$ cat config.mk
export PLATFORM = sky130hd
export DESIGN_NAME = zero_width_char_stripper_top
export DESIGN_NICKNAME = d
export VERILOG_FILES = /design/src/rtl/core/zwcs_pkg.sv /design/src/rtl/core/zero_width_char_stripper_top.sv
export SDC_FILE = /design/constraint.sdc
export NUM_CORES = 1
export LEC_CHECK = 0
export ABC_AREA = 1
export BUFFER_PORTS_ARGS = -buffer_cell sky130_fd_sc_hd__buf_2
export CAP_MARGIN = 5
export CORE_MARGIN = 4
export CORE_UTILIZATION = 58
export CTS_BUF_LIST = sky130_fd_sc_hd__clkbuf_8
export CTS_CLUSTER_SIZE = 28
export DETAILED_ROUTE_END_ITERATION = 7
export GPL_TIMING_DRIVEN = 1
export PLACE_DENSITY = 0.81
export RECOVER_POWER = 100
export SYNTH_ARGS = -nofsm -noshare
export SYNTH_HDL_FRONTEND = slang
export SYNTH_SLANG_ARGS = --single-unit
$ cat constraint.sdc
create_clock -name i_clk -period 4.3 [get_ports i_clk]
set_clock_uncertainty 0.2 [all_clocks]
set_input_delay 0.43 -clock i_clk [delete_from_list [all_inputs] [get_ports i_clk]]
set_output_delay 0.43 -clock i_clk [all_outputs]
set_load 0.05 [all_outputs]
$ cat src/rtl/core/zwcs_pkg.sv
// shared types and constants of the zero-width character stripper
package zwcs_pkg;

    // byte codes of the stripped sequences
    localparam logic [7:0] BYTE_E2 = 8'he2;
    localparam logic [7:0] BYTE_80 = 8'h80;
    localparam logic [7:0] BYTE_8B = 8'h8b;
    localparam logic [7:0] BYTE_8C = 8'h8c;
    localparam logic [7:0] BYTE_81 = 8'h81;
    localparam logic [7:0] BYTE_A0 = 8'ha0;
    localparam logic [7:0] BYTE_EF = 8'hef;
    localparam logic [7:0] BYTE_BB = 8'hbb;
    localparam logic [7:0] BYTE_BF = 8'hbf;

    // most results one request can cause
    localparam int MAX_RES = 3;
    // result queue depth and pointer widths
    localparam int Q_DEPTH = 4;
    localparam int Q_AW    = $clog2(Q_DEPTH);
    localparam int Q_CW    = $clog2(Q_DEPTH + 1);

    // held prefix
    typedef enum logic [2:0] {
        PH_IDLE  = 3'd0,
        PH_E2    = 3'd1,
        PH_E2_80 = 3'd2,
        PH_E2_81 = 3'd3,
        PH_EF    = 3'd4,
        PH_EF_BB = 3'd5
    } t_phase;

    // one result item
    typedef struct packed {
        logic [7:0] out_byte;
        logic       byte_valid;
        logic       run_last;
        logic       string_end;
    } t_res;

    typedef t_res [MAX_RES-1:0] t_res_vec;

    // bytes held for a given phase
    typedef struct packed {
        logic [1:0] cnt;
        logic [7:0] b0;
        logic [7:0] b1;
    } t_held;

endpackage

$ cat src/rtl/core/zero_width_char_stripper_top.sv
// top level of the zero-width character stripper
//
// usage
//   s_axis carries one utf-8 byte per request in tdata, tlast marks the last
//   byte of a string. m_axis carries the filtered text: tdata is the kept
//   byte, tlast marks the last result caused by one input request, tuser[0]
//   says tdata holds a byte (0 for a bare end marker), tuser[1] marks the
//   result that closes the output string.
//   u+200b, u+200c, u+2060 and u+feff are dropped; partial prefixes are held
//   until the next byte decides them, and a final byte flushes them.
// flow and throughput
//   a request accepted on s_axis sits in the input register, is decoded and
//   pushed into the result queue once the queue has room, and shows on m_axis
//   from then on. one request per cycle is taken as long as the result queue
//   holds at most one entry; results leave at one per cycle while m_axis_tready
//   is high, so the two or three results that one request can cause (flushed
//   prefixes) leave one after another on the output side.
// reset and stalls
//   synchronous active-low reset clears the held prefix, the input register
//   and the result queue. when m_axis stalls, the queue fills and s_axis_tready
//   drops once the queue cannot take a worst-case burst of three results.
module zero_width_char_stripper_top (
    input  logic       i_clk,
    input  logic       i_rst_n,
    // input stream
    input  logic       s_axis_tvalid,
    output logic       s_axis_tready,
    input  logic [7:0] s_axis_tdata,   // [7:0] data_byte
    input  logic       s_axis_tlast,   // is_final
    // output stream
    output logic       m_axis_tvalid,
    input  logic       m_axis_tready,
    output logic [7:0] m_axis_tdata,   // [7:0] out_byte
    output logic [1:0] m_axis_tuser,   // [0] byte_valid, [1] string_end
    output logic       m_axis_tlast    // run_last
);
    import zwcs_pkg::*;

    // input register
    logic            r_in_vld;
    logic [7:0]      r_in_byte;
    logic            r_in_fin;

    // held prefix state
    t_phase          r_phase;
    t_phase          n_phase;
    t_phase          w_judged;     // phase after this byte, before the final flush
    t_phase          w_flush_ph;   // prefix released by a mismatch
    logic            w_judge;      // current byte judged as a possible start
    logic            w_emit_cur;   // current byte is kept

    // decoded results of the request in the input register
    t_res_vec        w_res;
    logic [1:0]      w_nres;
    logic [1:0]      w_npush;
    logic            w_fire;

    // result queue
    t_res            r_q [Q_DEPTH];
    logic [Q_AW-1:0] r_wr;
    logic [Q_AW-1:0] r_rd;
    logic [Q_CW-1:0] r_cnt;
    logic            w_pop;

    function automatic t_held held_of(t_phase p);
        t_held h;
        h = '0;
        case (p)
            PH_E2:    begin h.cnt = 2'd1; h.b0 = BYTE_E2; end
            PH_E2_80: begin h.cnt = 2'd2; h.b0 = BYTE_E2; h.b1 = BYTE_80; end
            PH_E2_81: begin h.cnt = 2'd2; h.b0 = BYTE_E2; h.b1 = BYTE_81; end
            PH_EF:    begin h.cnt = 2'd1; h.b0 = BYTE_EF; end
            PH_EF_BB: begin h.cnt = 2'd2; h.b0 = BYTE_EF; h.b1 = BYTE_BB; end
            default:  h.cnt = 2'd0;
        endcase
        return h;
    endfunction

    // place a result at slot k of the list
    function automatic t_res_vec put_res(t_res_vec l, logic [1:0] k,
                                         logic [7:0] b, logic v);
        t_res_vec o;
        o = l;
        for (int j = 0; j < MAX_RES; j++) begin
            if (2'(j) == k) begin
                o[j].out_byte   = b;
                o[j].byte_valid = v;
            end
        end
        return o;
    endfunction

    // the queue has room for a worst-case burst
    assign w_fire        = r_in_vld && (r_cnt <= Q_CW'(Q_DEPTH - MAX_RES));
    assign s_axis_tready = !r_in_vld || w_fire;
    assign w_pop         = m_axis_tvalid && m_axis_tready;

    // next state
    always_comb begin
        w_judge    = 1'b0;
        w_flush_ph = PH_IDLE;
        w_judged   = PH_IDLE;
        case (r_phase)
            PH_E2: begin
                if (r_in_byte == BYTE_80) begin
                    w_judged = PH_E2_80;
                end else if (r_in_byte == BYTE_81) begin
                    w_judged = PH_E2_81;
                end else begin
                    w_judge    = 1'b1;
                    w_flush_ph = r_phase;
                end
            end
            PH_E2_80: begin
                if (r_in_byte == BYTE_8B || r_in_byte == BYTE_8C) begin
                    w_judged = PH_IDLE;
                end else begin
                    w_judge    = 1'b1;
                    w_flush_ph = r_phase;
                end
            end
            PH_E2_81: begin
                if (r_in_byte == BYTE_A0) begin
                    w_judged = PH_IDLE;
                end else begin
                    w_judge    = 1'b1;
                    w_flush_ph = r_phase;
                end
            end
            PH_EF: begin
                if (r_in_byte == BYTE_BB) begin
                    w_judged = PH_EF_BB;
                end else begin
                    w_judge    = 1'b1;
                    w_flush_ph = r_phase;
                end
            end
            PH_EF_BB: begin
                if (r_in_byte == BYTE_BF) begin
                    w_judged = PH_IDLE;
                end else begin
                    w_judge    = 1'b1;
                    w_flush_ph = r_phase;
                end
            end
            default: w_judge = 1'b1;
        endcase

        w_emit_cur = 1'b0;
        if (w_judge) begin
            if (r_in_byte == BYTE_E2) begin
                w_judged = PH_E2;
            end else if (r_in_byte == BYTE_EF) begin
                w_judged = PH_EF;
            end else begin
                w_judged   = PH_IDLE;
                w_emit_cur = 1'b1;
            end
        end

        n_phase = r_phase;
        if (w_fire) begin
            n_phase = r_in_fin ? PH_IDLE : w_judged;
        end
    end

    // results: released prefix, kept byte, final flush, bare end marker
    always_comb begin
        t_held      ha;
        t_held      hb;
        logic [1:0] k;
        ha    = held_of(w_flush_ph);
        hb    = held_of(r_in_fin ? w_judged : PH_IDLE);
        k     = 2'd0;
        w_res = '0;
        if (ha.cnt != 2'd0) begin
            w_res = put_res(w_res, k, ha.b0, 1'b1);
            k     = k + 2'd1;
        end
        if (ha.cnt == 2'd2) begin
            w_res = put_res(w_res, k, ha.b1, 1'b1);
            k     = k + 2'd1;
        end
        if (w_emit_cur) begin
            w_res = put_res(w_res, k, r_in_byte, 1'b1);
            k     = k + 2'd1;
        end
        if (hb.cnt != 2'd0) begin
            w_res = put_res(w_res, k, hb.b0, 1'b1);
            k     = k + 2'd1;
        end
        if (hb.cnt == 2'd2) begin
            w_res = put_res(w_res, k, hb.b1, 1'b1);
            k     = k + 2'd1;
        end
        if (r_in_fin && k == 2'd0) begin
            w_res = put_res(w_res, k, 8'h00, 1'b0);
            k     = k + 2'd1;
        end
        // mark the last result of this request
        for (int j = 0; j < MAX_RES; j++) begin
            if (2'(j) == k - 2'd1 && k != 2'd0) begin
                w_res[j].run_last   = 1'b1;
                w_res[j].string_end = r_in_fin;
            end
        end
        w_nres = k;
    end

    assign w_npush = w_fire ? w_nres : 2'd0;

    // control registers
    always_ff @(posedge i_clk) begin
        if (!i_rst_n) begin
            r_in_vld <= 1'b0;
            r_phase  <= PH_IDLE;
            r_wr     <= '0;
            r_rd     <= '0;
            r_cnt    <= '0;
        end else begin
            if (s_axis_tready) begin
                r_in_vld <= s_axis_tvalid;
            end
            r_phase <= n_phase;
            r_wr    <= r_wr + Q_AW'(w_npush);
            if (w_pop) begin
                r_rd <= r_rd + Q_AW'(1);
            end
            r_cnt <= r_cnt + Q_CW'(w_npush) - Q_CW'(w_pop);
        end
    end

    // payload registers
    always_ff @(posedge i_clk) begin
        if (s_axis_tvalid && s_axis_tready) begin
            r_in_byte <= s_axis_tdata;
            r_in_fin  <= s_axis_tlast;
        end
        for (int i = 0; i < MAX_RES; i++) begin
            if (2'(i) < w_npush) begin
                r_q[r_wr + Q_AW'(i)] <= w_res[i];
            end
        end
    end

    assign m_axis_tvalid   = (r_cnt != '0);
    assign m_axis_tdata    = r_q[r_rd].out_byte;
    assign m_axis_tuser[0] = r_q[r_rd].byte_valid;
    assign m_axis_tuser[1] = r_q[r_rd].string_end;
    assign m_axis_tlast    = r_q[r_rd].run_last;

endmodule

After elaboration in Yosys (flattened, before gate mapping)
Memory sizes are Yosys's and may differ from the RTL's. A register that Yosys moved wholly into a read port is not among the register bits.
Index checks and enable logic that the tools add are counted.
W data, S select, Z words.

word-level totals
  register bits = 20
  output and inout bits = 13
  input bits = 13
  logic and storage cells = 161
  memory bits (writable) = 44
  memories = 1

operators by class
  add/subtract/negate cells = 12
  mux-type cells = 71
  equal/unequal tests = 38
  $lt $le $gt $ge = 4
  reduce and logical (&&, ||, !) cells = 28

memories
  memory  words  width  read ports  clocked after Yosys merged registers in  write ports  line                                text
  r_q     4      11     1           1                                        3            zero_width_char_stripper_top.sv:59  t_res r_q [Q_DEPTH];

operators with widths
  cell                   number
  $mux W33               5
  $mux W9                15
  $eq A8 B8 Y1 const B   9
  $pmux W8 S3            2
  $mux W3                12
  $pmux W8 S2            2
  $mux W2                13
  $eq A3 B2 Y1 const B   6
  $eq A3 B3 Y1 const B   6
  $mux W1                16
  $pmux W3 S5            1
  $add A2 B1 Y2 const B  7
  $eq A1 B2 Y1 const A   6
  $eq A2 B2 Y1 const A   6
  $logic_not A2 Y1       6
  $reduce_or A3 Y1       4
  $mux W11               1
  $eq A3 B1 Y1 const B   3
  $pmux W2 S2            2
  $reduce_or A2 Y1       4
  $logic_and A1 B1 Y1    7
  $pmux W3 S2            1
  $reduce_bool A2 Y1     3
  $pmux W1 S5            1
  12 further kinds       15

Longest topological paths before layout
Gate-level depths: netlist (run 1).

  depth after elaboration = 24
  depth in mapped cells = 35

Least setup slack after synthesis (run 1)
Ideal clock, no wire load.

  path kind = reg-to-reg
  start = register r_in_byte[6]
  end = memory r_q[3][0] (netlist bit) (enable)
  path buffers = 0
  setup time = 0.383 ns
  required time = 3.717 ns
  stages on the path, launching flop included = 29
  data arrival time = 4.152 ns
  path slack = -0.435 ns
  path through = edfxtp_1 -> inv_2 -> nand2_1 -> nor2_1 -> nand2_1 -> nand2_2 -> nand2_4 -> nor2_4 -> nand2_1 -> nand2_2 -> nor2_4 -> inv_2 -> nand2_1 -> nand2_1 -> inv_1 -> ha_1 -> nand2_1 -> nand2_1 -> ha_1 -> nand2_1 -> nand2_1 -> ha_1 -> nand2_1 -> inv_1 -> nand2_1 -> nand4_4 -> inv_1 -> nand2_1 -> o211ai_1

RTL lines
  element                 line                                 text
  start, declared         zero_width_char_stripper_top.sv:41   logic [7:0] r_in_byte;
  start signal, assigned  zero_width_char_stripper_top.sv:236  r_in_byte <= s_axis_tdata;
  end, declared           zero_width_char_stripper_top.sv:59

==> results by group, run 1 <==
Run status
  • Status: completed

Clock network
  • Clock sink count: 66
  • CTS root buf: clkbuf_8
  • CTS Buf Count: 9
  • CTS H-tree depth: 3
  • Worst-Skew Late Latency: 0.36 ns
  • CTS tree: done
  • Clk slew on worst S/H paths: 0.09 ns
  • CTS max path bufs: 2

Finish
  • Design area: 0.00642 sq mm
  • NumNets Final: 857
  • ANT cells: 0
  • Most frequent cells in the layout: nand2_1, inv_1, nor2_1, buf_4, edfxtp_1
  • Commonest non-fill, non-tap cell in the layout: nand2_1
  • Layout Area Growth over Synthesis: 25.0%
  • Fillers: 659
  • Layout cells sized above 1: 24.3%

Worst hold path
  • Hold crit path type: input port to register
  • Hold worst-path end: r_in_fin
  • Worst hold stages: 1
  • Hold path start: s_axis_tlast

Pwr
  • Leakage: 3.13 nW
  • VDD IR max: 0.363 mV
  • PwrDens: 349 mW/mm^2

Critical path
  • Reg-to-reg setup timing slack: 0.11 ns
  • Crit end category: register
  • Req. time, crit path: 4.30 ns
  • CP Max Fanout: 11
  • CP max stage delay: 0.49 ns
  • Worst setup SP type: register
  • Reg2reg path depth: 30
  • Crit-path slowest cell: edfxtp_1
  • R2R Path Start: r_in_byte[3]
  • Worst r2r dst: r_q[3][7]
  • Setup Crit Path Kind: register to register
  • CP Data Arrival Time: 4.19 ns
  • Crit path top cell by count: nand2_1

Synthesis
  • Ys flop type: edfxtp_1
  • Number of flops mapped to enable cells by yosys: 53
  • Syn nets: 778
  • Cell Area, Synth: 0.00514 sq mm
  • Post-Syn Area per Cell: 6.83 sq um
  • Mapped Cells: 752
  • Post-synthesis sequential area ratio: 36.0%
  • YS warnings: 0
  • Seq cells post-synth: 66
  • Netlist cell types: 38
  • Fraction of registers with async set/reset: 0%

Routing
  • Final WL: 16500 microns
  • Drt pass-1 iters: 5
  • Initial DRC Count: 460
  • WL/cell: 17.5 microns
  • Vias: 5510
  • Vias/cell: 5.84
  • ANT nets after route: 0
  • Remaining DRCs: 0

Floorplan
  • Die X: 102 microns
  • DIE AREA: 0.0104 sq mm
  • Initial core utilization: 59.2%
  • I/O Pins: 26
  • Core area: 0.00868 sq mm
  • Core Rows: 34
  • Die H: 102 microns

GRT
  • Global-route wire length before repair: 24600 microns
  • Total GRT Usage: 30.2%
  • Largest net degree at the start of global routing: 41
  • GRT overflow: 0
  • Initial antenna violation count: 0
  • Vias in the first global route: 5002

STA
  • Min Tclk post-route: 4.19 ns
  • Max-slew violation count: 0
  • Setup-failing EPs final: 0
  • Final hold violations: 0
  • Hold slack: 0.0445 ns
  • Slew headroom: 38.4%
  • Worst-Margin Slew: 0.920 ns
  • F_max: 239 MHz
  • Tcrit/Tclk final: 97.5%

Place
  • Port-buffer cells: 25
  • Placed cell area: 0.00566 sq mm
  • Post-detail-place hpwl: 12000 microns
  • Placer congestion estimate: 1.03

Job
  • Max-cap violations: 0
-- kinds of logic (layout without fill, tap and decap cells) --
logic type,count (synthesis),in the layout,synth area share [%]
buffers and inverters,118,202,9.13
DFF,66,66,36.0
adders and majority gates,13,13,3.31
and+or+nand+nor,465,465,42.0
AOI/OAI and AO/OA,90,90,9.52
-- power by group --
| part | internal, W | switching [W] | total, W |
|---|---|---|---|
| registers | 0.000764 | 0.0000476 | 0.000812 |
| logic | 0.000214 | 0.000570 | 0.000784 |
| clock network | 0.000385 | 0.000258 | 0.000643 |
-- per-stage QoR --
stage          TNS, ns  total power, W  setup WS (ns)  std cells  utilization, %
2_1_floorplan        0         0.00137        0.00433        752               -
3_3_place_gp         0         0.00152         0.0313        901            65.2
3_5_place_dp     -4.57         0.00154         -0.126        901            65.2
4_1_cts              0         0.00219       0.000804        925            69.6
5_1_grt          -2.16         0.00234        -0.0812        944            74.0
6_report             0         0.00224          0.108        944            74.0
-- cell type report --
type | instances | area [sq um] | area share [%]
repair buffers | 90 | 666 | 10.4
well taps | 108 | 135 | 2.10
flip-flops and latches | 66 | 1850 | 28.8
multi-input cells | 568 | 3150 | 49.0
clock buffers | 9 | 124 | 1.93
inverters | 96 | 380 | 5.92
clock inverters | 7 | 119 | 1.85
-- worst max-delay path: cells and delay by family, from the launching register on --
kind	cells	cell delay, ns
fa+ha+maj	3	0.67
flops	1	0.49
simple gates	21	2.03
buf+inv	6	0.64
-- flip-flops by register name, indices dropped and copies added, names as in the netlist, named ones only --
name and cells:
r_cnt 3, r_in_byte 8, r_in_fin 1, r_in_vld 1, r_phase 3, r_q 44, r_rd 2, r_wr 2
-- cell usage after synthesis (2+ instances only) --
master    instances  area, sq um
nor2_4            6         67.6
clkbuf_1         13         48.8
nand2_1         255          957
nor3_1            8         40.0
o211ai_1          3         22.5
inv_2             6         22.5
o21ai_0          43          215
inv_1            89          334
or2_2             2         12.5
o21ai_1           4         20.0
nor2_1           67          251
nand2_2          11         68.8
a31oi_1           3         18.8
a21o_1            2         15.0
nand4_2           3         37.5
nand2_4           2         22.5
edfxtp_1         53         1590
dfxtp_1          13          260
nand4_1          42          263
buf_2             6         30.0
o22ai_1          11         68.8
ha_1             12          150
buf_6             2         22.5
nand3_2          10          100
a21oi_1          21          105
nor2_2            5         31.3
nand3_1          49          245
-- layer usage --
layer	vias up	part of all wire [%]	wire length (microns)	GRT usage, %
met5	-	0	0	0
li1	2652	-	-	-
met4	0	6.1	1010	13.5
met1	2454	37	6140	36.0
met3	85	7.5	1250	5.73
met2	319	49	8150	52.9
-- worst max path at each step --
stage | startpoint | endpoint | cells past startpoint | slack, ns
2_1_floorplan | r_in_byte[3] | r_q[3][0] | 27 | 0.004
3_3_place_gp | r_in_byte[5] | r_q[0][2] | 27 | 0.03
3_5_place_dp | r_in_byte[3] | r_cnt[2] | 26 | -0.13
4_1_cts | r_phase[0] | r_cnt[2] | 30 | 0.0008
5_1_grt | r_in_byte[3] | r_q[0][9] | 30 | -0.08
6_report | r_in_byte[3] | r_q[3][7] | 30 | 0.11
-- repair_timing --
item / CTS / global route
hold buffers: 0 / 0
pin swaps: 4 / 18
endpoints found under the setup margin: 83 / 90
setup buffers: 8 / 16
resized for setup: 15 / 63
cloned: 0 / 3
No activity file was read; power rests on OpenSTA's default activity.
==> inputs of run 2 (changes only) <==
Settings changed: RECOVER_POWER 100 to default.
==> run 2 against run 1 <==
  * Utilization barely moved
  * Combinational power barely moved
  * Largest cell class unchanged
  * Flip-flop and latch count did not move
  * First-iteration DRC count fell by 0.65%
  * Sequential share of layout area barely moved
  * Clock-buffer cell count did not move
  * Register-to-register slack barely moved
  * Clock power barely moved
==> results by group, run 2 (synthesis results as in run 1) <==
Place
  • Dpl ws: -0.126 ns (unchanged)
  • Placer congestion estimate: 1.03 (unchanged)
  • Post-detail-place hpwl: 12000 microns (unchanged)
  • Port-buffer cells: 25 (unchanged)

Finish
  • NumNets Final: 857 (unchanged)
  • Layout cells sized above 1: 24.5% (was 24.3%)
  • Top reg by flops: r_q (unchanged)
  • Layout Area Growth over Synthesis: 25.0% (about the same)
  • Number of flip-flops in the largest register: 44 (unchanged)
  • Most frequent cells in the layout: nand2_1, inv_1, nor2_1, buf_4, edfxtp_1 (unchanged)
  • Top flop regs: r_q: 44 flops, r_in_byte: 8 flops (unchanged)
  • Commonest non-fill, non-tap cell in the layout: nand2_1 (unchanged)
  • ANT cells: 0 (unchanged)

Clock network
  • Clk slew on worst S/H paths: 0.09 ns (about the same)
  • CTS root buf: clkbuf_8 (unchanged)
  • Post-CTS Hold Fix Bufs: 0 (unchanged)
  • Worst-Skew Late Latency: 0.36 ns (about the same)
  • CTS H-tree depth: 3 (unchanged)
  • CTS Buf Count: 9 (unchanged)
  • CTS max path bufs: 2 (unchanged)
  • CTS tree: done (unchanged)
  • Clock sink count: 66 (unchanged)

Routing
  • Final WL: 16500 microns (about the same)
  • Vias/cell: 5.82 (was 5.84)
  • Initial DRC Count: 457 (was 460)
  • WL/cell: 17.5 microns (about the same)
  • Drt pass-1 iters: 6 (was 5)
  • Remaining DRCs: 0 (unchanged)
  • ANT nets after route: 0 (unchanged)
  • Vias: 5496 (was 5510)

Critical path
  • R2R Path Start: r_in_byte[3] (unchanged)
  • Setup Crit Path Kind: register to register (unchanged)
  • Reg2reg path depth: 30 (unchanged)
  • Crit-path slowest cell: edfxtp_1 (unchanged)
  • CP max stage delay: 0.49 ns (about the same)
  • Worst r2r dst: r_q[3][7] (unchanged)
  • Crit end category: register (unchanged)
  • Req. time, crit path: 4.30 ns (about the same)
  • Reg-to-reg setup timing slack: 0.11 ns (about the same)
  • CP Data Arrival Time: 4.19 ns (about the same)
  • CP Max Fanout: 11 (unchanged)
  • Crit path top cell by count: nand2_1 (unchanged)
  • Worst setup SP type: register (unchanged)

GRT
  • GRT overflow: 0 (unchanged)
  • Total GRT Usage: 30.2% (unchanged)
  • Global-route wire length before repair: 24600 microns (unchanged)
  • Vias in the first global route: 5002 (unchanged)
  • Initial antenna violation count: 0 (unchanged)
  • Largest net degree at the start of global routing: 41 (unchanged)

STA
  • Hold slack: 0.0451 ns (was 0.0445 ns)
  • Slew headroom: 39.0% (was 38.4%)
  • Worst-Margin Slew: 0.912 ns (was 0.920 ns)
  • F_max: 239 MHz (about the same)
  • Post-route setup slack: 0.113 ns (was 0.108 ns)
  • Final hold violations: 0 (unchanged)
  • Min Tclk post-route: 4.19 ns (about the same)
  • Setup-failing EPs final: 0 (unchanged)
  • Tcrit/Tclk final: 97.4% (was 97.5%)
  • Max-slew violation count: 0 (unchanged)

Worst hold path
  • Hold crit path type: input port to register (unchanged)
  • Hold path start: s_axis_tlast (unchanged)
  • Worst hold stages: 1 (unchanged)
  • Hold worst-path end: r_in_fin (unchanged)

Pwr
  • Share of power burned in registers: 36.2% (about the same)
  • Net Switching: 0.000874 W (was 0.000876 W)
  • Net Sw Frac: 39.0% (was 39.1%)
  • Comb power frac: 35.1% (was 35.0%)
  • Clock share of power: 28.7% (about the same)
  • VDD IR max: 0.363 mV (about the same)
  • Leakage: 3.13 nW (about the same)
  • P_int: 0.00137 W (was 0.00136 W)
  • PwrDens: 349 mW/mm^2 (about the same)

Floorplan
  • Core area: 0.00868 sq mm (unchanged)
  • DIE AREA: 0.0104 sq mm (unchanged)
  • I/O Pins: 26 (unchanged)
  • Die H: 102 microns (unchanged)
  • Core Rows: 34 (unchanged)
  • Initial core utilization: 59.2% (unchanged)
  • Die X: 102 microns (unchanged)

Run status
  • Status: completed (unchanged)

Job
  • Max-cap violations: 0 (unchanged)
## run 2: cell types whose count changed in the layout (fill, tap and decap cells not counted), sizes merged
| cell | before | now |
|---|---|---|
| clkbuf | 12 | 10 |
| buf | 87 | 89 |
## run 2: per-stage QoR
step | area [sq um] | std cells | total power (W) | utilization [%] | TNS [ns]
after global placement | 5660 | 901 | 0.00152 | 65.2 | 0
after global routing | 6420 | 944 | 0.00234 | 74.0 | -2.16
after CTS | 6040 | 925 | 0.00219 | 69.6 | 0
final | 6420 | 944 | 0.00224 | 74.0 | 0
after floorplan | 5220 | 752 | 0.00137 | - | 0
after detailed placement | 5660 | 901 | 0.00154 | 65.2 | -4.57
## run 2: power by group through the flow
stage	Clock, W	Sequential (W)	Combinational [W]
final	0.000643	0.000811	0.000786
after detailed placement	0	0.000824	0.000721
after global placement	0	0.000820	0.000700
after floorplan	0	0.000801	0.000567
after global routing	0.000676	0.000819	0.000850
after CTS	0.000641	0.000809	0.000738
## run 2: per-layer routing
| layer | up-vias | track usage, % | part of all wire (%) |
|---|---|---|---|
| li1 | 2652 | - | - |
| met1 | 2445 | 36.0 | 37 |
| met2 | 308 | 52.9 | 49 |
| met3 | 91 | 5.73 | 7.3 |
| met4 | 0 | 13.5 | 6.3 |
| met5 | - | 0 | 0 |
## run 2: layout make-up
class	instances	area (sq um)
Timing Repair Buffer	90	668
Sequential cell	66	1850
Clock buffer	9	124
Fill cell	658	2250
Multi-Input combinational cell	568	3150
Tap cell	108	135
Clock inverter	7	119
Inverter	96	380
## run 2: what timing repair did
action | in CTS | in global routing
endpoints found under the setup margin | 83 | 90
pin swaps | 4 | 18
cloned | 0 | 3
gates resized for setup | 15 | 63
setup buffers | 8 | 16
## run 2: how the worst max path moves through the flow
stage                            start   endpoint  slack [ns]  cells after the start
after floorplan           r_in_byte[3]  r_q[3][0]       0.004                     27
after global placement    r_in_byte[5]  r_q[0][2]        0.03                     27
after detailed placement  r_in_byte[3]   r_cnt[2]       -0.13                     26
after CTS                   r_phase[0]   r_cnt[2]      0.0008                     30
after global routing      r_in_byte[3]  r_q[0][9]       -0.08                     30
final                     r_in_byte[3]  r_q[3][7]        0.11                     30
## run 2: worst max-delay path, delay by kind of cell, from the launching register on
family	cells	cell delay (ns)
adder cells (fa/ha/maj)	3	0.67
AND/OR/NAND/NOR	21	2.03
buffers and inverters	6	0.64
flip-flops	1	0.49
==> inputs of run 3 (changes only) <==
Settings changed: CORE_UTILIZATION 58 to 60, PLACE_DENSITY 0.81 to 0.8.
Clock period 4.3 ns to 4.5 ns, I/O delays scaled along.
==> run 3 against run 2 <==
  * Routed wire length fell by 7.4%
  * Worst hold slack improved by 0.026 ns
  * Fmax fell by 3.2%
  * Die area fell by 3.1%
  * Sequential share of layout area rose by 1.2 points
  * Non-clock buffer count fell by 9
  * Register-to-register slack improved by 0.06 ns
  * Clock power fell by 12%
  * First-iteration DRC count fell by 7.0%
  * Final cell count fell by 1.3%
  * Sequential power fell by 4.2%
==> results by group, run 3 (synthesis results as in run 1) <==
Run status
  • Status: completed (unchanged)

Critical path
  • Worst setup SP type: register (unchanged)
  • R2R Path Start: r_in_byte[0] (was r_in_byte[3])
  • Reg-to-reg setup timing slack: 0.17 ns (was 0.11 ns)
  • Worst path bufs/invs: 7 (was 6)
  • Worst r2r dst: r_q[1][8] (was r_q[3][7])
  • Crit-path slowest cell: edfxtp_1 (unchanged)
  • CP Data Arrival Time: 4.22 ns (was 4.19 ns)
  • CP Max Fanout: 9 (was 11)
  • Setup Crit Path Kind: register to register (unchanged)
  • Crit path top cell by count: nand2_1 (unchanged)
  • Req. time, crit path: 4.39 ns (was 4.30 ns)
  • CP delay by family, top: simple AND/OR/NAND/NOR gates (unchanged)
  • CP max stage delay: 0.50 ns (was 0.49 ns)
  • Crit end category: register (unchanged)
  • Reg2reg path depth: 31 (was 30)

Clock network
  • Worst-Skew Late Latency: 0.36 ns (about the same)
  • CTS tree: done (unchanged)
  • Clock sink count: 66 (unchanged)
  • CTS Buf Count: 9 (unchanged)
  • Clk slew on worst S/H paths: 0.08 ns (was 0.09 ns)
  • CTS root buf: clkbuf_8 (unchanged)
  • CTS H-tree depth: 3 (unchanged)
  • CTS max path bufs: 2 (unchanged)

Pwr
  • PwrDens: 338 mW/mm^2 (was 349 mW/mm^2)
  • Leakage: 2.97 nW (was 3.13 nW)
  • VDD IR max: 0.263 mV (was 0.363 mV)

Job
  • Max-cap violations: 0 (unchanged)

Finish
  • Layout cells sized above 1: 21.6% (was 24.5%)
  • Number of flip-flops in the largest register: 44 (unchanged)
  • Area occupied by multi-input gates: 0.00300 sq mm (was 0.00315 sq mm)
  • Top flop regs: r_q: 44 flops, r_in_byte: 8 flops (unchanged)
  • ANT cells: 0 (unchanged)
  • Most frequent cells in the layout: nand2_1, inv_1, nor2_1, edfxtp_1, buf_4 (was nand2_1, inv_1, nor2_1, buf_4, edfxtp_1)
  • Layout Area Growth over Synthesis: 19.9% (was 25.0%)
  • Top reg by flops: r_q (unchanged)
  • NumNets Final: 848 (was 857)
  • Fillers: 640 (was 658)
  • Commonest non-fill, non-tap cell in the layout: nand2_1 (unchanged)
  • FF+latch area: 0.00185 sq mm (unchanged)
  • Utilization after layout: 74.6% (was 74.0%)

Floorplan
  • Core area: 0.00826 sq mm (was 0.00868 sq mm)
  • DIE AREA: 0.0101 sq mm (was 0.0104 sq mm)
  • Die X: 101 microns (was 102 microns)
  • I/O Pins: 26 (unchanged)
  • Die H: 101 microns (was 102 microns)
  • Initial core utilization: 62.2% (was 59.2%)
  • Core Rows: 33 (was 34)

Place
  • Port-buffer cells: 25 (unchanged)
  • Placer congestion estimate: 1.01 (was 1.03)
  • Dpl ws: -0.241 ns (was -0.126 ns)
  • Post-detail-place hpwl: 11600 microns (was 12000 microns)

GRT
  • Largest net degree at the start of global routing: 41 (unchanged)
  • Global-route wire length before repair: 24200 microns (was 24600 microns)
  • Grt met3 use: 5.74% (was 5.73%)
  • Vias in the first global route: 4875 (was 5002)
  • Met2 Usage GRT: 51.5% (was 52.9%)
  • Met1 GRT Util: 37.6% (was 36.0%)
  • Initial antenna violation count: 0 (unchanged)
  • GRT overflow: 0 (unchanged)
  • Grt peak-use layer: met2 (unchanged)
  • Total GRT Usage: 30.0% (was 30.2%)

STA
  • Fin Setup TNS: 0 ns (unchanged)
  • Final hold violations: 0 (unchanged)
  • Tcrit/Tclk final: 96.2% (was 97.4%)
  • Slew headroom: 41.7% (was 39.0%)
  • Setup-failing EPs final: 0 (unchanged)
  • Min Tclk post-route: 4.33 ns (was 4.19 ns)
  • Worst-Margin Slew: 0.871 ns (was 0.912 ns)
  • Post-route setup slack: 0.173 ns (was 0.113 ns)
  • F_max: 231 MHz (was 239 MHz)
  • Max-slew violation count: 0 (unchanged)

Routing
  • ANT nets after route: 0 (unchanged)
  • Vias: 5366 (was 5496)
  • WL/cell: 16.4 microns (was 17.5 microns)
  • Initial DRC Count: 425 (was 457)
  • Vias/cell: 5.76 (was 5.82)
  • Drt pass-1 iters: 8 (was 6)
  • Remaining DRCs: 0 (unchanged)
  • Final WL: 15300 microns (was 16500 microns)

Worst hold path
  • Hold crit path type: input port to register (unchanged)
  • Hold path start: s_axis_tlast (unchanged)
  • Hold worst-path end: r_in_fin (unchanged)
  • Worst hold stages: 1 (unchanged)
==> run 3: cell types whose count changed in the layout (fill, tap and decap cells not counted), sizes merged <==
cell	before	now
bufinv	3	2
buf	89	81
inv	96	97
clkbuf	10	9
==> run 3: layer usage <==
metal,up-vias,routed length [microns]
met2,269,7420
met3,60,1020
met5,-,0
met1,2408,6240
met4,0,618
li1,2629,-
==> run 3: final cells by class <==
type	instances	share of cell area, %
clock buffer	9	2.01
clock inverter	7	1.62
inverter	96	5.95
multi-input combinational	568	48.7
sequential	66	30.1
tap	105	2.13
timing repair buffer	81	9.55
==> run 3: worst max-delay path by stage <==
stage | to | cells past startpoint | startpoint
after global routing | r_q[0][6] | 31 | r_in_byte[6]
after global placement | r_cnt[2] | 29 | r_in_byte[6]
after detailed placement | r_cnt[2] | 26 | r_in_byte[6]
after floorplan | r_q[1][0] | 28 | r_in_byte[6]
after CTS | r_q[1][8] | 29 | r_in_byte[6]
final | r_q[1][8] | 31 | r_in_byte[0]
==> run 3: stage by stage <==
stage | hold slack (ns) | cell area [sq um] | instances | total power (W)
3_5_place_dp | 0.282 | 5610 | 896 | 0.00149
6_report | 0.0711 | 6160 | 932 | 0.00208
4_1_cts | 0.0688 | 5890 | 914 | 0.00205
2_1_floorplan | 0.236 | 5150 | 752 | 0.00130
3_3_place_gp | 0.270 | 5610 | 896 | 0.00146
5_1_grt | 0.0699 | 6160 | 932 | 0.00219
==> run 3: worst register-to-register path: cells and delay by family, from the launching register on <==
family | cells | cell delay [ns]
AND/OR/NAND/NOR | 22 | 2.20
flip-flops | 1 | 0.50
buffers and inverters | 7 | 0.74
adder cells (fa/ha/maj) | 2 | 0.44
==> run 3: where the power goes <==
part	switching, W	internal (W)	leakage, nW
clock	0.000253	0.000317	0.114
combinational	0.000530	0.000206	2.27
sequential	0.0000470	0.000730	0.583
total	0.000830	0.00125	2.97
==> run 3: what timing repair did <==
item / CTS / global route
endpoints found under the setup margin: 87 / 90
hold buffers: 0 / 0
pin swaps: 3 / 14
gates cloned: 0 / 1
buffers inserted: 2 / 17
gates resized for setup: 11 / 38
